==> src/hdl/sinr_cqi_link_adaptation_assert.svh <==
// ----------------------------------------------------------------------------
// SINR to CQI link adaptation: assertion macros
// Clocked assertion wrappers; define NO_ASSERTIONS to compile them out.
// ----------------------------------------------------------------------------
`ifndef SINR_CQI_LINK_ADAPTATION_ASSERT_SVH
`define SINR_CQI_LINK_ADAPTATION_ASSERT_SVH

`ifndef NO_ASSERTIONS

// property holds at every edge outside reset
`define SCQ_ASSERT(label, clk, rst, prop) \
   label: assert property (@(posedge clk) disable iff (rst) (prop)) \
      else $error("assertion failed");

// condition implies a consequence in the next cycle
`define SCQ_ASSERT_NEXT(label, clk, rst, pre, post) \
   label: assert property (@(posedge clk) disable iff (rst) (pre) |=> (post)) \
      else $error("assertion failed");

`else

`define SCQ_ASSERT(label, clk, rst, prop)
`define SCQ_ASSERT_NEXT(label, clk, rst, pre, post)

`endif

`endif

==> src/hdl/sinr_cqi_pkg.sv <==
// ----------------------------------------------------------------------------
// SINR to CQI package
// Types, CQI tables and the power-sum correction generator.
// ----------------------------------------------------------------------------
`timescale 1ns / 1ps

package sinr_cqi_pkg;

   localparam int CQI_LEVELS = 16;

   // SINR saturation limits in 0.01 dB
   localparam logic signed [15:0] SINR_LOW  = -16'sd5000;
   localparam logic signed [15:0] SINR_HIGH = 16'sd30000;

   // modulation codes
   localparam logic [1:0] MOD_NONE  = 2'd0;
   localparam logic [1:0] MOD_QPSK  = 2'd1;
   localparam logic [1:0] MOD_16QAM = 2'd2;
   localparam logic [1:0] MOD_64QAM = 2'd3;

   // highest CQI of each modulation
   localparam logic [3:0] CQI_QPSK_TOP  = 4'd6;
   localparam logic [3:0] CQI_16QAM_TOP = 4'd9;

   // CQI thresholds in 0.01 dB; level zero is never tested
   localparam logic signed [15:0] CQI_THR [CQI_LEVELS] = '{
      -16'sd2000, -16'sd700, -16'sd500, -16'sd300,
      -16'sd100,  16'sd100,  16'sd300,  16'sd500,
      16'sd800,   16'sd1100, 16'sd1300, 16'sd1500,
      16'sd1700,  16'sd1900, 16'sd2100, 16'sd2300
   };

   // spectral efficiency in 0.0001 bps/Hz
   localparam logic [15:0] CQI_EFF [CQI_LEVELS] = '{
      16'd0,     16'd1523,  16'd2344,  16'd3770,
      16'd6016,  16'd8770,  16'd11758, 16'd14766,
      16'd19141, 16'd24063, 16'd27305, 16'd33223,
      16'd39023, 16'd45234, 16'd51152, 16'd55547
   };

   // fixed-point constants of the correction generator
   localparam logic [63:0] Q30_ONE   = 64'd1073741824;
   localparam logic [63:0] STEP_Q30  = 64'd1049300475;
   localparam logic [63:0] SCALE_Q20 = 64'd315652829;

   localparam int CORR_W = 9;

   // result mapping fields
   typedef struct packed {
      logic [3:0]  cqi;
      logic [3:0]  mcs;
      logic [1:0]  modulation;
      logic [15:0] efficiency;
   } cqi_info_type;

   // correction entry k: round(1000*log10(1 + 10^(-k/100))) in 0.01 dB,
   // evaluated at elaboration only
   function automatic logic [CORR_W-1:0] corr_value(input int unsigned k);
      logic [63:0] y;
      logic [63:0] v;
      logic [63:0] lg;
      logic [63:0] p;
      int unsigned i;
      y = Q30_ONE;
      for (i = 0; i < k; i++) begin
         y = (y * STEP_Q30 + (64'd1 << 29)) >> 30;
      end
      v  = Q30_ONE + y;
      lg = 64'd0;
      if (v >= (Q30_ONE << 1)) begin
         lg = Q30_ONE;
         v  = v >> 1;
      end
      // log2 one fraction bit per squaring
      for (i = 0; i < 30; i++) begin
         v = (v * v + (64'd1 << 29)) >> 30;
         if (v >= (Q30_ONE << 1)) begin
            lg = lg | (64'd1 << (29 - i));
            v  = v >> 1;
         end
      end
      p = (lg * SCALE_Q20 + (64'd1 << 49)) >> 50;
      return p[CORR_W-1:0];
   endfunction

endpackage

==> src/hdl/sinr_cqi_corr.sv <==
// ----------------------------------------------------------------------------
// SINR to CQI power sum
// dB-sum of interference and noise floor: larger operand plus table
// correction indexed by the rounded difference in 0.1 dB steps.
// ----------------------------------------------------------------------------
`timescale 1ns / 1ps

module sinr_cqi_corr #(
   parameter int CORR_ENTRIES = 256
) (
   input  logic signed [15:0] interference,
   input  logic signed [15:0] noise_floor,
   output logic signed [16:0] power_sum
);

   localparam int IDX_W = $clog2(CORR_ENTRIES);
   localparam logic [13:0] ENTRIES_LIM = 14'(CORR_ENTRIES);
   // ceil(2^21 / 10): exact quotient for any 17-bit dividend
   localparam logic [17:0] RECIP_TEN = 18'd209716;

   logic [sinr_cqi_pkg::CORR_W-1:0] corr_rom [CORR_ENTRIES];

   logic signed [15:0] hi;
   logic signed [15:0] lo;
   logic signed [16:0] diff;
   logic [16:0]        diff_rnd;
   logic [34:0]        quot_prod;
   logic [12:0]        idx_full;
   logic               in_range;
   logic [sinr_cqi_pkg::CORR_W-1:0] corr;

   // build the correction table
   for (genvar k = 0; k < CORR_ENTRIES; k++) begin : g_rom
      localparam logic [sinr_cqi_pkg::CORR_W-1:0] ROM_VAL =
         sinr_cqi_pkg::corr_value(k);
      assign corr_rom[k] = ROM_VAL;
   end

   // order operands, form the rounded index and add the table correction
   always_comb begin
      if (interference > noise_floor) begin
         hi = interference;
         lo = noise_floor;
      end else begin
         hi = noise_floor;
         lo = interference;
      end
      diff      = 17'(hi) - 17'(lo);
      diff_rnd  = {1'b0, diff[15:0]} + 17'd5;
      quot_prod = 35'(diff_rnd) * 35'(RECIP_TEN);
      idx_full  = quot_prod[33:21];
      in_range  = ({1'b0, idx_full} < ENTRIES_LIM);
      corr      = in_range ? corr_rom[idx_full[IDX_W-1:0]] : '0;
      power_sum = 17'(hi) + $signed({8'd0, corr});
   end

endmodule

==> src/hdl/sinr_cqi_map.sv <==
// ----------------------------------------------------------------------------
// SINR to CQI mapping
// Threshold compare of saturated SINR, then MCS, modulation and efficiency.
// ----------------------------------------------------------------------------
`timescale 1ns / 1ps

module sinr_cqi_map (
   input  logic signed [15:0]          sinr,
   output sinr_cqi_pkg::cqi_info_type  info
);

   logic [3:0] cqi;

   // pick the highest threshold met; thresholds rise with level
   always_comb begin
      cqi = 4'd0;
      for (int i = 1; i < sinr_cqi_pkg::CQI_LEVELS; i++) begin
         if (sinr >= sinr_cqi_pkg::CQI_THR[i]) begin
            cqi = 4'(i);
         end
      end
   end

   // derive the remaining fields
   always_comb begin
      info.cqi        = cqi;
      info.mcs        = (cqi == 4'd0) ? 4'd1 : cqi;
      info.efficiency = sinr_cqi_pkg::CQI_EFF[cqi];
      if (cqi == 4'd0) begin
         info.modulation = sinr_cqi_pkg::MOD_NONE;
      end else if (cqi <= sinr_cqi_pkg::CQI_QPSK_TOP) begin
         info.modulation = sinr_cqi_pkg::MOD_QPSK;
      end else if (cqi <= sinr_cqi_pkg::CQI_16QAM_TOP) begin
         info.modulation = sinr_cqi_pkg::MOD_16QAM;
      end else begin
         info.modulation = sinr_cqi_pkg::MOD_64QAM;
      end
   end

endmodule

==> src/hdl/sinr_cqi_link_adaptation.sv <==
// Path: an item is held in the input register, then in the result register.
// Throughput: one item per cycle while the result channel is not stalled, set by the
// single pass of logic between the input register and the result register.
// Reset: synchronous, active high; clears both valid flags and sets the
// noise floor to -100 dBm.
// ----------------------------------------------------------------------------
// SINR to CQI link adaptation
// Forms SINR against interference plus noise and maps it to CQI, MCS,
// modulation and spectral efficiency.
// ----------------------------------------------------------------------------
`timescale 1ns / 1ps
`include "sinr_cqi_link_adaptation_assert.svh"

module sinr_cqi_link_adaptation #(
   parameter int CORR_ENTRIES = 256
) (
   input  logic               clock,
   input  logic               reset,
   // configuration
   input  logic               csr_write_enable,
   input  logic signed [15:0] csr_write_data,
   // input channel
   input  logic               req_valid,
   output logic               req_stall,
   input  logic signed [15:0] req_rx_power,
   input  logic signed [15:0] req_interference,
   // result channel
   output logic               rsp_valid,
   input  logic               rsp_stall,
   output logic signed [15:0] rsp_sinr,
   output logic [3:0]         rsp_cqi,
   output logic [3:0]         rsp_mcs,
   output logic [1:0]         rsp_modulation,
   output logic [15:0]        rsp_efficiency
);

   localparam logic signed [15:0] NOISE_RESET = -16'sd10000;

   logic signed [15:0] noise_floor_ff;

   logic               s1_valid_ff;
   logic               s1_valid_in;
   logic signed [15:0] rx_ff;
   logic signed [15:0] intf_ff;

   logic               rsp_valid_ff;
   logic               rsp_valid_in;
   logic signed [15:0] sinr_ff;
   logic signed [15:0] sinr_in;
   sinr_cqi_pkg::cqi_info_type info_ff;
   sinr_cqi_pkg::cqi_info_type info_in;

   logic               out_blocked;
   logic               s1_advance;
   logic               req_take;
   logic signed [16:0] power_sum;
   logic signed [17:0] sinr_full;

   // hold the noise floor register
   always_ff @(posedge clock) begin
      if (reset) begin
         noise_floor_ff <= NOISE_RESET;
      end else if (csr_write_enable) begin
         noise_floor_ff <= csr_write_data;
      end
   end

   // stall only when both stages are full and the result is not taken
   always_comb begin
      out_blocked  = rsp_valid_ff && rsp_stall;
      s1_advance   = !out_blocked;
      req_stall    = s1_valid_ff && out_blocked;
      req_take     = req_valid && !req_stall;
      s1_valid_in  = s1_advance ? req_take : (s1_valid_ff || req_take);
      rsp_valid_in = s1_advance ? s1_valid_ff : rsp_valid_ff;
   end

   // input register
   always_ff @(posedge clock) begin
      if (reset) begin
         s1_valid_ff <= 1'b0;
      end else begin
         s1_valid_ff <= s1_valid_in;
      end
   end

   always_ff @(posedge clock) begin
      if (req_take) begin
         rx_ff   <= req_rx_power;
         intf_ff <= req_interference;
      end
   end

   // interference plus noise
   sinr_cqi_corr #(
      .CORR_ENTRIES (CORR_ENTRIES)
   ) u_corr (
      .interference (intf_ff),
      .noise_floor  (noise_floor_ff),
      .power_sum    (power_sum)
   );

   // subtract and saturate
   always_comb begin
      sinr_full = 18'(rx_ff) - 18'(power_sum);
      if (sinr_full < 18'(sinr_cqi_pkg::SINR_LOW)) begin
         sinr_in = sinr_cqi_pkg::SINR_LOW;
      end else if (sinr_full > 18'(sinr_cqi_pkg::SINR_HIGH)) begin
         sinr_in = sinr_cqi_pkg::SINR_HIGH;
      end else begin
         sinr_in = sinr_full[15:0];
      end
   end

   sinr_cqi_map u_map (
      .sinr (sinr_in),
      .info (info_in)
   );

   // result register
   always_ff @(posedge clock) begin
      if (reset) begin
         rsp_valid_ff <= 1'b0;
      end else begin
         rsp_valid_ff <= rsp_valid_in;
      end
   end

   always_ff @(posedge clock) begin
      if (s1_advance && s1_valid_ff) begin
         sinr_ff <= sinr_in;
         info_ff <= info_in;
      end
   end

   assign rsp_valid      = rsp_valid_ff;
   assign rsp_sinr       = sinr_ff;
   assign rsp_cqi        = info_ff.cqi;
   assign rsp_mcs        = info_ff.mcs;
   assign rsp_modulation = info_ff.modulation;
   assign rsp_efficiency = info_ff.efficiency;

   // a free result stage always takes the waiting item
   `SCQ_ASSERT_NEXT(a_s1_moves, clock, reset, s1_valid_ff && !out_blocked, rsp_valid_ff)

   // a blocked input stage keeps its item
   `SCQ_ASSERT_NEXT(a_s1_holds, clock, reset, s1_valid_ff && out_blocked, s1_valid_ff && $stable(rx_ff) && $stable(intf_ff))

   // CQI zero exactly when SINR lies under the lowest tested threshold
   `SCQ_ASSERT(a_cqi_floor, clock, reset, !rsp_valid_ff || ((info_ff.cqi == 4'd0) == (sinr_ff < sinr_cqi_pkg::CQI_THR[1])))

endmodule
==> config.mk <==
export PLATFORM = sky130hd
export DESIGN_NAME = sinr_cqi_link_adaptation
export DESIGN_NICKNAME = d
export VERILOG_FILES = /design/src/hdl/sinr_cqi_pkg.sv /design/src/hdl/sinr_cqi_corr.sv /design/src/hdl/sinr_cqi_map.sv /design/src/hdl/sinr_cqi_link_adaptation.sv
export VERILOG_INCLUDE_DIRS = /design/src /design/src/hdl
export SDC_FILE = /design/constraint.sdc
export NUM_CORES = 1
export LEC_CHECK = 0
export ABC_AREA = 1
export BUFFER_PORTS_ARGS = -buffer_cell sky130_fd_sc_hd__buf_4
export CORE_MARGIN = 1.5
export CORE_UTILIZATION = 35
export DETAILED_ROUTE_END_ITERATION = 6
export PLACE_DENSITY_LB_ADDON = 0.25
export SLEW_MARGIN = 25
export SYNTH_ARGS = -nofsm -noshare
export SYNTH_HDL_FRONTEND = slang
export SYNTH_HIERARCHICAL = 1
export SYNTH_SLANG_ARGS = --single-unit
==> constraint.sdc <==
create_clock -name clock -period 20.9 [get_ports clock]
set_input_delay 3.135 -clock clock [delete_from_list [all_inputs] [get_ports clock]]
set_output_delay 3.135 -clock clock [all_outputs]
set_load 0.01 [all_outputs]
# Yosys cells after proc, flatten, opt, wreduce, memory -nomap -nowiden
# Memories as Yosys holds them, arrays and structs flattened. A register that Yosys moved wholly into a read port is not among the register bits.
# Cells that the tools add are included.
[totals] word_cells=75 ff_bits=76 in_bits=53 out_inout_bits=44 memories=2 rom_bits=2560
[mem_list] memory="(name not given)" words=256 word_bits=9 read_ports=1 rd_ports_with_merged_regs=0 wr=0 line="sinr_cqi_corr.sv:53" source="corr = in_range ? corr_rom[idx_full[IDX_W-1:0]] : '0;"
[mem_list] memory="(name not given)" words=16 word_bits=16 read_ports=1 rd_ports_with_merged_regs=1 wr=0 line="sinr_cqi_map.sv:28" source="info.efficiency = sinr_cqi_pkg::CQI_EFF[cqi];"
[op_classes] n_mux=25 n_lt_le_gt_ge=22 bitwise=2 add_sub_neg=4 n_reduce_logical=9 multipliers=1
[ops] cell="16-bit by 12-bit greater-or-equal comparator with 1-bit output (second input constant)" count=5
[ops] cell="16-bit by 10-bit greater-or-equal comparator with 1-bit output (second input constant)" count=4
[ops] cell="16-bit 2-to-1 mux" count=4
[ops] cell="16-bit by 11-bit greater-or-equal comparator with 1-bit output (second input constant)" count=2
[ops] cell="16-bit by 13-bit greater-or-equal comparator with 1-bit output (second input constant)" count=2
[ops] cell="16-bit by 8-bit greater-or-equal comparator with 1-bit output (second input constant)" count=2
[ops] cell="17-bit by 16-bit multiplier with 32-bit output (second input constant)" count=1
[ops] cell="4-bit 2-to-1 mux" count=8
[ops] cell="9-bit 2-to-1 mux" count=3
[ops] cell="18-bit by 16-bit greater-than comparator with 1-bit output (second input constant)" count=1
[ops] cell="18-bit by 14-bit less-than comparator with 1-bit output (second input constant)" count=1
[ops] cell="16-bit by 17-bit subtractor with 18-bit output" count=1
[ops] cell="16-bit by 10-bit adder with 17-bit output" count=1
[ops] cell="16-bit by 3-bit adder with 17-bit output (second input constant)" count=1
[ops] cell="16-bit greater-than comparator" count=1
[ops] cell="16-bit subtractor" count=1
[ops] cell="13-bit by 9-bit less-than comparator with 1-bit output (second input constant)" count=1
[ops] cell="3-bit 2-to-1 mux" count=4
[ops] cell="9-bit greater-or-equal comparator (second input constant)" count=1
[ops] cell="8-bit NOT with 9-bit output" count=1
[ops] cell="4-bit NOT with 5-bit output" count=1
[ops] cell="4-bit by 3-bit less-or-equal comparator with 1-bit output (second input constant)" count=1
[ops] cell="4-bit less-or-equal comparator (second input constant)" count=1
[ops] cell="1-bit logical AND" count=4
[ops] cell="other kinds (6)" count=11

# Longest topological paths before layout
# Gate-level depths: netlist (run 1).
[depth] depth_word=34 depth_mapped=122 mapped_depth_nobuf=119

# Cells and area by module
# Netlist (run 1), hierarchy kept.
[modules_own_cells] module="sinr_cqi_corr" seq_area_each_um2=0.0 n_inst=1 cells_per_inst=1321 area_each_um2=8785.9
[modules_own_cells] module="sinr_cqi_link_adaptation" seq_area_each_um2=2582.5 n_inst=1 cells_per_inst=404 area_each_um2=4154.0
[modules_own_cells] module="sinr_cqi_map" seq_area_each_um2=0.0 n_inst=1 cells_per_inst=223 area_each_um2=1127.3

# Worst setup path after synthesis (run 1)
# No wires, ideal clock.
[synth_path] path_type="register to register" start="register intf_ff[11]" end="register rsp_efficiency[8] (netlist name)" required_time_ns=20.640 stages_incl_launch_ff=103 setup_time_ns=0.260 arrival_ns=14.845 synth_period_minus_slack_ns=15.105 path_buffers=2 setup_slack_ns=5.795 cell_sequence="edfxtp_1 ha_1 nand2_1 inv_1 nand2_1 nand2_1 a21oi_1 nand2_1 nand2_2 nand3_4 buf_6 nand2_2 nand3_2 ha_1 ha_1 inv_1 nand3_1 nand3_2 [67 not listed] nand2_1 nand2_1 nand2_1 nand2_1 nand2_1 nand2_1 nand2_1 nand2_1 nand2_1 nand2_1 nand2_2 inv_1 ha_1 inv_1 nor2_1 inv_1 nand2_1 a21boi_2"
[synth_rtl] element="start, declared" line="sinr_cqi_link_adaptation.sv:44" source="logic signed [15:0] intf_ff;"
[synth_rtl] element="start signal, assigned" line="sinr_cqi_link_adaptation.sv:90" source="intf_ff <= req_interference;"

==> impl_metrics.env, run 1 <==
export IMPL_max_clock_freq_ghz=0.0540
export IMPL_syn_num_nets=2284
export IMPL_drtAntennaViolNets=0
export IMPL_rsz0062_at_grt="false"
export IMPL_crit_arrival_ps=18620
export IMPL_path_clk_slew_ps=80
export IMPL_htree_num_levels=3
export IMPL_cp_slowest_cell="xor2_1"
export IMPL_numCtsBuffers=9
export IMPL_rr_endpoint="rsp_efficiency[8]$_DFFE_PP_"
export IMPL_dp_hpwl_microns=33200
export IMPL_slowest_delay_ps=570
export IMPL_synthCells=1948
export IMPL_insertion_delay_ps=350
export IMPL_end_kind="register"
export IMPL_slew_violations=0
export IMPL_grt_max_degree=43
export IMPL_cts_setup_buffers=0
export IMPL_first_pass_iters=7
export IMPL_post_cts_resize_count=0
export IMPL_portBuffers=96
export IMPL_drc=0
export IMPL_insertedDiodeCount=0
export IMPL_drtIter0Drc=766
export IMPL_grt_overflow_total=0
export IMPL_die_h_microns=203
export IMPL_totalWireLength_microns=39000
export IMPL_fin_tns_setup_ps=0
export IMPL_async_reset_ff_share_pct=0
export IMPL_place_gp_congestion=0.947
export IMPL_critPathKind="register to register"
export IMPL_ys_warn_count=6
export IMPL_drive_above_1_share_pct=11.0
export IMPL_hold_viol_final=0
export IMPL_synth_flop_cell="edfxtp_1"
export IMPL_track_usage_pct=19.3
export IMPL_grt_pass1_vias=12400
export IMPL_required_ps=21000
export IMPL_finalNetCount=2370
export IMPL_ys_ff_latch=92
export IMPL_worst_pin_slew_ps=965
export IMPL_critical_path_max_fanout=22
export IMPL_status="finished clean"
export IMPL_ys_seq_area_share_pct=18.4
export IMPL_maxSlewHeadroom_pct=35.4
export IMPL_antenna_found_initial=0
export IMPL_layout_min_cycle_time_ps=18520
export IMPL_dieArea_sq_um=41400
export IMPL_vias=12600
export IMPL_mappedNetlistArea_sq_um=14100
export IMPL_clk_path_buf_depth=2
export IMPL_rr_worst_depth=91
export IMPL_cts_sinks=92
export IMPL_wire_per_inst_microns=15.2
export IMPL_cts_tree="built"
export IMPL_initial_core_util_pct=35.4
export IMPL_crit_start="intf_ff[15]$_DFFE_PP_"
export IMPL_dieWidth_microns=203
export IMPL_regToRegSetupSlack_ps=2380
export IMPL_coreArea_sq_um=39700
export IMPL_vias_per_cell=4.91
export IMPL_endpoint="rsp_efficiency[8]$_DFFE_PP_"
export IMPL_reg2reg_from="intf_ff[15]$_DFFE_PP_"
export IMPL_hold_path_class="register to register"
export IMPL_clockRootBuffer="clkbuf_16"
export IMPL_synth_edff_count=74
export IMPL_setup_violations=0
export IMPL_crit_top_cell="nand2_1"
export IMPL_postSynthAreaPerCell_sq_um=7.22
export IMPL_fin_crit_sh_pct=88.6
export IMPL_grt_pass1_wl_microns=63700
export IMPL_rows=73
export IMPL_ys_types=60
export IMPL_area_growth_pct=11.2
export IMPL_cap_viol_max_count=0
export IMPL_cts_hold_fix_buffers=0
export IMPL_fin_skew_ps=13.1
export IMPL_start_kind="register"
export IMPL_ios=97
==> layout make-up <==
type | instances | area (sq um)
Multi-Input combinational cell | 1424 | 9820
Fill cell | 4165 | 24100
Clock inverter | 7 | 73.8
Inverter | 406 | 1520
Clock buffer | 9 | 225
Timing Repair Buffer | 101 | 758
Sequential cell | 92 | 2580
Tap cell | 525 | 657
==> how the worst min path moves through the flow <==
stage                                    start                               to  slack (ps)  cells after the start
3_5_place_dp   noise_floor_ff[15]$_SDFFE_PP1P_  noise_floor_ff[15]$_SDFFE_PP1P_         450                      2
3_3_place_gp   noise_floor_ff[15]$_SDFFE_PP1P_  noise_floor_ff[15]$_SDFFE_PP1P_         450                      2
2_1_floorplan  noise_floor_ff[15]$_SDFFE_PP1P_  noise_floor_ff[15]$_SDFFE_PP1P_         430                      2
4_1_cts        noise_floor_ff[15]$_SDFFE_PP1P_  noise_floor_ff[15]$_SDFFE_PP1P_         470                      2
6_report       noise_floor_ff[15]$_SDFFE_PP1P_  noise_floor_ff[15]$_SDFFE_PP1P_         470                      2
5_1_grt        noise_floor_ff[15]$_SDFFE_PP1P_  noise_floor_ff[15]$_SDFFE_PP1P_         500                      2
==> routing by layer <==
layer  up-vias  GRT usage, %  share of wire (%)
met1      5870          25.2                 45
met3        49          1.50                3.4
li1       6398             -                  -
met5         -             0                  0
met2       267          34.3                 50
met4         0          4.66                1.9
==> cells in the mapped netlist (5+ instances only) <==
cell / count / area [sq um]
inv_1: 386 / 1450
nor3_1: 18 / 90.1
o21bai_1: 7 / 52.6
edfxtp_1: 74 / 2220
or2_2: 5 / 31.3
nand2_1: 474 / 1780
ha_1: 197 / 2460
inv_2: 20 / 75.1
nand3_1: 124 / 621
xnor2_1: 11 / 96.3
fa_1: 86 / 1720
nand2_2: 29 / 181
a21o_1: 6 / 45.0
nand2_4: 5 / 56.3
o21ai_0: 93 / 465
o211ai_1: 10 / 75.1
a21oi_1: 94 / 470
nand3b_1: 8 / 60.1
o21a_1: 5 / 37.5
nand3_2: 15 / 150
clkbuf_1: 17 / 63.8
dfxtp_1: 18 / 360
o31ai_1: 5 / 37.5
nor2_2: 6 / 37.5
nor2_1: 118 / 443
xor2_1: 30 / 263
nor2_4: 6 / 67.6
o21ai_1: 6 / 30.0
nand4_1: 23 / 144
==> logic make-up after synthesis <==
kind of cell	after synthesis	share of synthesized area, %
simple gates	849	27.2
flops	92	18.4
buf+inv	432	11.9
compound gates	250	10.1
xor+xnor	42	2.67
fa+ha+maj	283	29.8
==> worst max-delay path: cells and delay by family, from the launching register on <==
family	cells	cell delay, ps
xor gates and xnor gates	3	1090
adders and majority gates	15	5880
buffers and inverters	16	1920
DFF	1	400
and+or+nand+nor	39	5560
AOI/OAI and AO/OA	18	3420
==> registers in the layout, indices dropped and copies added (netlist names) <==
name,cells
s1_valid_ff,1
rsp_sinr,16
noise_floor_ff,16
intf_ff,16
rx_ff,16
rsp_valid,1
rsp_cqi,4
rsp_mcs,4
rsp_efficiency,16
rsp_modulation,2
==> per-stage QoR <==
step	worst slack [ps]	area [sq um]	hold WS [ps]	util (%)	std cells
3_5_place_dp	2550	15300	454	38.6	2548
3_3_place_gp	2570	15300	455	38.6	2548
4_1_cts	2440	15600	473	39.4	2564
5_1_grt	887	15600	497	39.4	2564
2_1_floorplan	5790	14100	429	-	1948
6_report	2380	15600	467	39.4	2564
==> layout by cell type, fill, tap and decap left out, types with 20 or more instances in the layout <==
| master | count |
|---|---|
| nand3_1 | 124 |
| xor2_1 | 30 |
| edfxtp_1 | 74 |
| nand2_1 | 474 |
| inv_2 | 20 |
| o21ai_0 | 93 |
| inv_1 | 386 |
| nand2_2 | 29 |
| a21oi_1 | 93 |
| nand4_1 | 23 |
| ha_1 | 197 |
| fa_1 | 86 |
| buf_4 | 101 |
| nor2_1 | 118 |
Power of run 1 is left out: the tool's default activity adds up to more than one toggle a clock period on the data nets, which glitch-free logic cannot reach.
==> inputs of run 2 (changes only) <==
--- a/config.mk
+++ b/config.mk
@@ -6,7 +6,6 @@
 export SDC_FILE = /design/constraint.sdc
 export NUM_CORES = 1
 export LEC_CHECK = 0
-export ABC_AREA = 1
 export BUFFER_PORTS_ARGS = -buffer_cell sky130_fd_sc_hd__buf_4
 export CORE_MARGIN = 1.5
 export CORE_UTILIZATION = 35
==> run 2 against run 1 <==
Net effect: flip-flop and latch count is the same; worst hold slack better by 55 ps; worst setup slack got worse by 1000 ps; sequential share of layout area is 0.43 points lower; synthesized area rose by 2.5%; clock-buffer cell count unchanged; final area increased by 2.7%.
==> impl_metrics.env, run 2 <==
export IMPL_worst_pin_slew_ps=986
export IMPL_die_h_microns=206
export IMPL_cp_slowest_cell="or4_4"
export IMPL_area_growth_pct=11.3
export IMPL_crit_arrival_ps=19610
export IMPL_required_ps=20990
export IMPL_ys_warn_count=6
export IMPL_fin_skew_ps=17.3
export IMPL_first_pass_iters=5
export IMPL_synth_compound_area_share_pct=22.7
export IMPL_setup_violations=0
export IMPL_coreArea_sq_um=40700
export IMPL_insertion_delay_ps=370
export IMPL_track_usage_pct=19.0
export IMPL_synth_fa_ha_area_share_pct=29.0
export IMPL_numCtsBuffers=9
export IMPL_dieArea_sq_um=42400
export IMPL_clockRootBuffer="clkbuf_16"
export IMPL_htree_num_levels=3
export IMPL_rsz0062_at_grt="false"
export IMPL_path_clk_slew_ps=70
export IMPL_postSynthAreaPerCell_sq_um=8.67
export IMPL_maxSlewHeadroom_pct=33.6
export IMPL_yosys_area_top_type="ha_1"
export IMPL_dieWidth_microns=206
export IMPL_async_reset_ff_share_pct=0
export IMPL_vias_per_cell=5.54
export IMPL_synth_top_area_share_pct=17.1
export IMPL_vias=12600
export IMPL_ys_types=108
export IMPL_crit_top_cell="inv_1"
export IMPL_path_buf_inv=11
export IMPL_mappedNetlistArea_sq_um=14400
export IMPL_synth_flop_cell="edfxtp_1"
export IMPL_crit_family="compound AO/OA/AOI/OAI gates"
export IMPL_synth_edff_count=74
export IMPL_place_gp_congestion=0.907
export IMPL_dp_hpwl_microns=32900
export IMPL_synthMuxAreaShare_pct=1.52
export IMPL_antenna_found_initial=0
export IMPL_synth_most_common_cell="inv_1"
export IMPL_grt_max_degree=43
export IMPL_start_kind="register"
export IMPL_slew_violations=0
export IMPL_grt_pass1_wl_microns=64600
export IMPL_ys_top_cells_by_area="ha_1 (17%), edfxtp_1 (15%), fa_1 (12%)"
export IMPL_post_cts_resize_count=0
export IMPL_grt_overflow_total=0
export IMPL_insertedDiodeCount=0
export IMPL_end_kind="register"
export IMPL_drive_above_1_share_pct=11.9
export IMPL_ios=97
export IMPL_netlist_top_cells_count="inv_1 (228), ha_1 (197), nand2_1 (113)"
export IMPL_drtAntennaViolNets=0
export IMPL_final_cell_mix="inv_1 (228), ha_1 (197), buf_4 (120), nand2_1 (113), nor2_1 (108)"
export IMPL_cts_hold_fix_buffers=0
export IMPL_layout_min_cycle_time_ps=19520
export IMPL_grt_pass1_vias=12200
export IMPL_max_clock_freq_ghz=0.0512
export IMPL_ys_ff_latch=92
export IMPL_status="finished clean"
export IMPL_wire_per_inst_microns=17.9
export IMPL_finalNetCount=2069
export IMPL_drtIter0Drc=886
export IMPL_hold_viol_final=0
export IMPL_yosys_area_share_xor_xnor_pct=4.12
export IMPL_synthCells=1664
export IMPL_synthSimpleGateAreaFrac_pct=16.7
export IMPL_critical_path_max_fanout=27
export IMPL_hold_path_class="register to register"
export IMPL_layout_commonest_cell="inv_1"
export IMPL_drc=0
export IMPL_clk_path_buf_depth=2
export IMPL_ys_seq_area_share_pct=17.9
export IMPL_slowest_delay_ps=620
export IMPL_cts_setup_buffers=0
export IMPL_initial_core_util_pct=35.4
export IMPL_fin_tns_setup_ps=0
export IMPL_syn_num_nets=2000
export IMPL_rows=74
export IMPL_portBuffers=96
export IMPL_cts_sinks=92
export IMPL_cts_tree="built"
export IMPL_synth_top_family_by_area="adder cells"
export IMPL_fill_cells=4193
export IMPL_totalWireLength_microns=40700
export IMPL_fin_crit_sh_pct=93.4
export IMPL_critPathKind="register to register"
export IMPL_cap_viol_max_count=0
## run 2: cell count changes after synthesis, moves of 17 or more
| cell | previous run | this run |
|---|---|---|
| a211o_1 | 0 | 19 |
| a21o_1 | 6 | 27 |
| and3_1 | 0 | 18 |
| clkbuf_1 | 17 | 46 |
| inv_1 | 386 | 228 |
| inv_2 | 20 | 2 |
| nand2_1 | 474 | 113 |
| nand2_2 | 29 | 1 |
| nand3_1 | 124 | 40 |
| nor2b_1 | 0 | 20 |
| o21ai_0 | 93 | 76 |
| xnor2_1 | 11 | 44 |
## run 2: worst paths after layout
path,to,cells after the start,start,slack (ps)
worst max register to register,rsp_efficiency[12]$_DFFE_PP_,69,noise_floor_ff[10]$_SDFFE_PP0P_,1380
worst min-delay path,rsp_valid$_SDFFE_PP0N_,2,s1_valid_ff$_SDFF_PP0_,520
worst max-delay path,rsp_efficiency[12]$_DFFE_PP_,69,noise_floor_ff[10]$_SDFFE_PP0P_,1380
worst min register to register,rsp_valid$_SDFFE_PP0N_,2,s1_valid_ff$_SDFF_PP0_,520
## run 2: area by class of cell
type                       instances  area, sq um  area share (%)
sequential                        92         2580            16.1
clock inverter                     7         63.8           0.397
inverter                         233          875            5.45
tap                              532          666            4.14
clock buffer                       9          225            1.40
timing repair buffer             121          928            5.78
multi-input combinational       1276        10700            66.7
## run 2: per-stage QoR
stage	hold WS [ps]	utilization (%)	instances	area, sq um	worst slack, ps
after CTS	520	39.3	2269	16000	1350
after floorplan	444	-	1664	14400	3460
after detailed placement	499	38.6	2253	15700	1420
final	522	39.4	2270	16100	1380
after global routing	543	39.4	2270	16100	74.3
after global placement	471	38.6	2253	15700	1510
## run 2: metal layers
layer	GRT usage, %	share of wire [%]	vias up
li1	-	-	6167
met1	27.2	48	6052
met2	31.0	46	330
met3	2.24	4.5	29
met4	3.29	1.2	0
met5	0	0	-
## run 2: kinds of logic (layout without fill, tap and decap cells)
group,Yosys count,after routing
compound gates,441,441
xor+xnor,67,67
fa+ha+maj,283,283
buf+inv,296,370
flops,92,92
mux,21,21
simple gates,464,464
## run 2: worst reg2reg max path: cells and delay by family (launching register included)
kind                     cells  cell delay (ps)
buffers and inverters       11             1240
flip-flops                   1              430
AO/OA/AOI/OAI               24             5770
XOR/XNOR                     4             1260
adder cells (fa/ha/maj)     13             5180
AND/OR/NAND/NOR             17             5400
Power of run 2 is left out for the same reason.
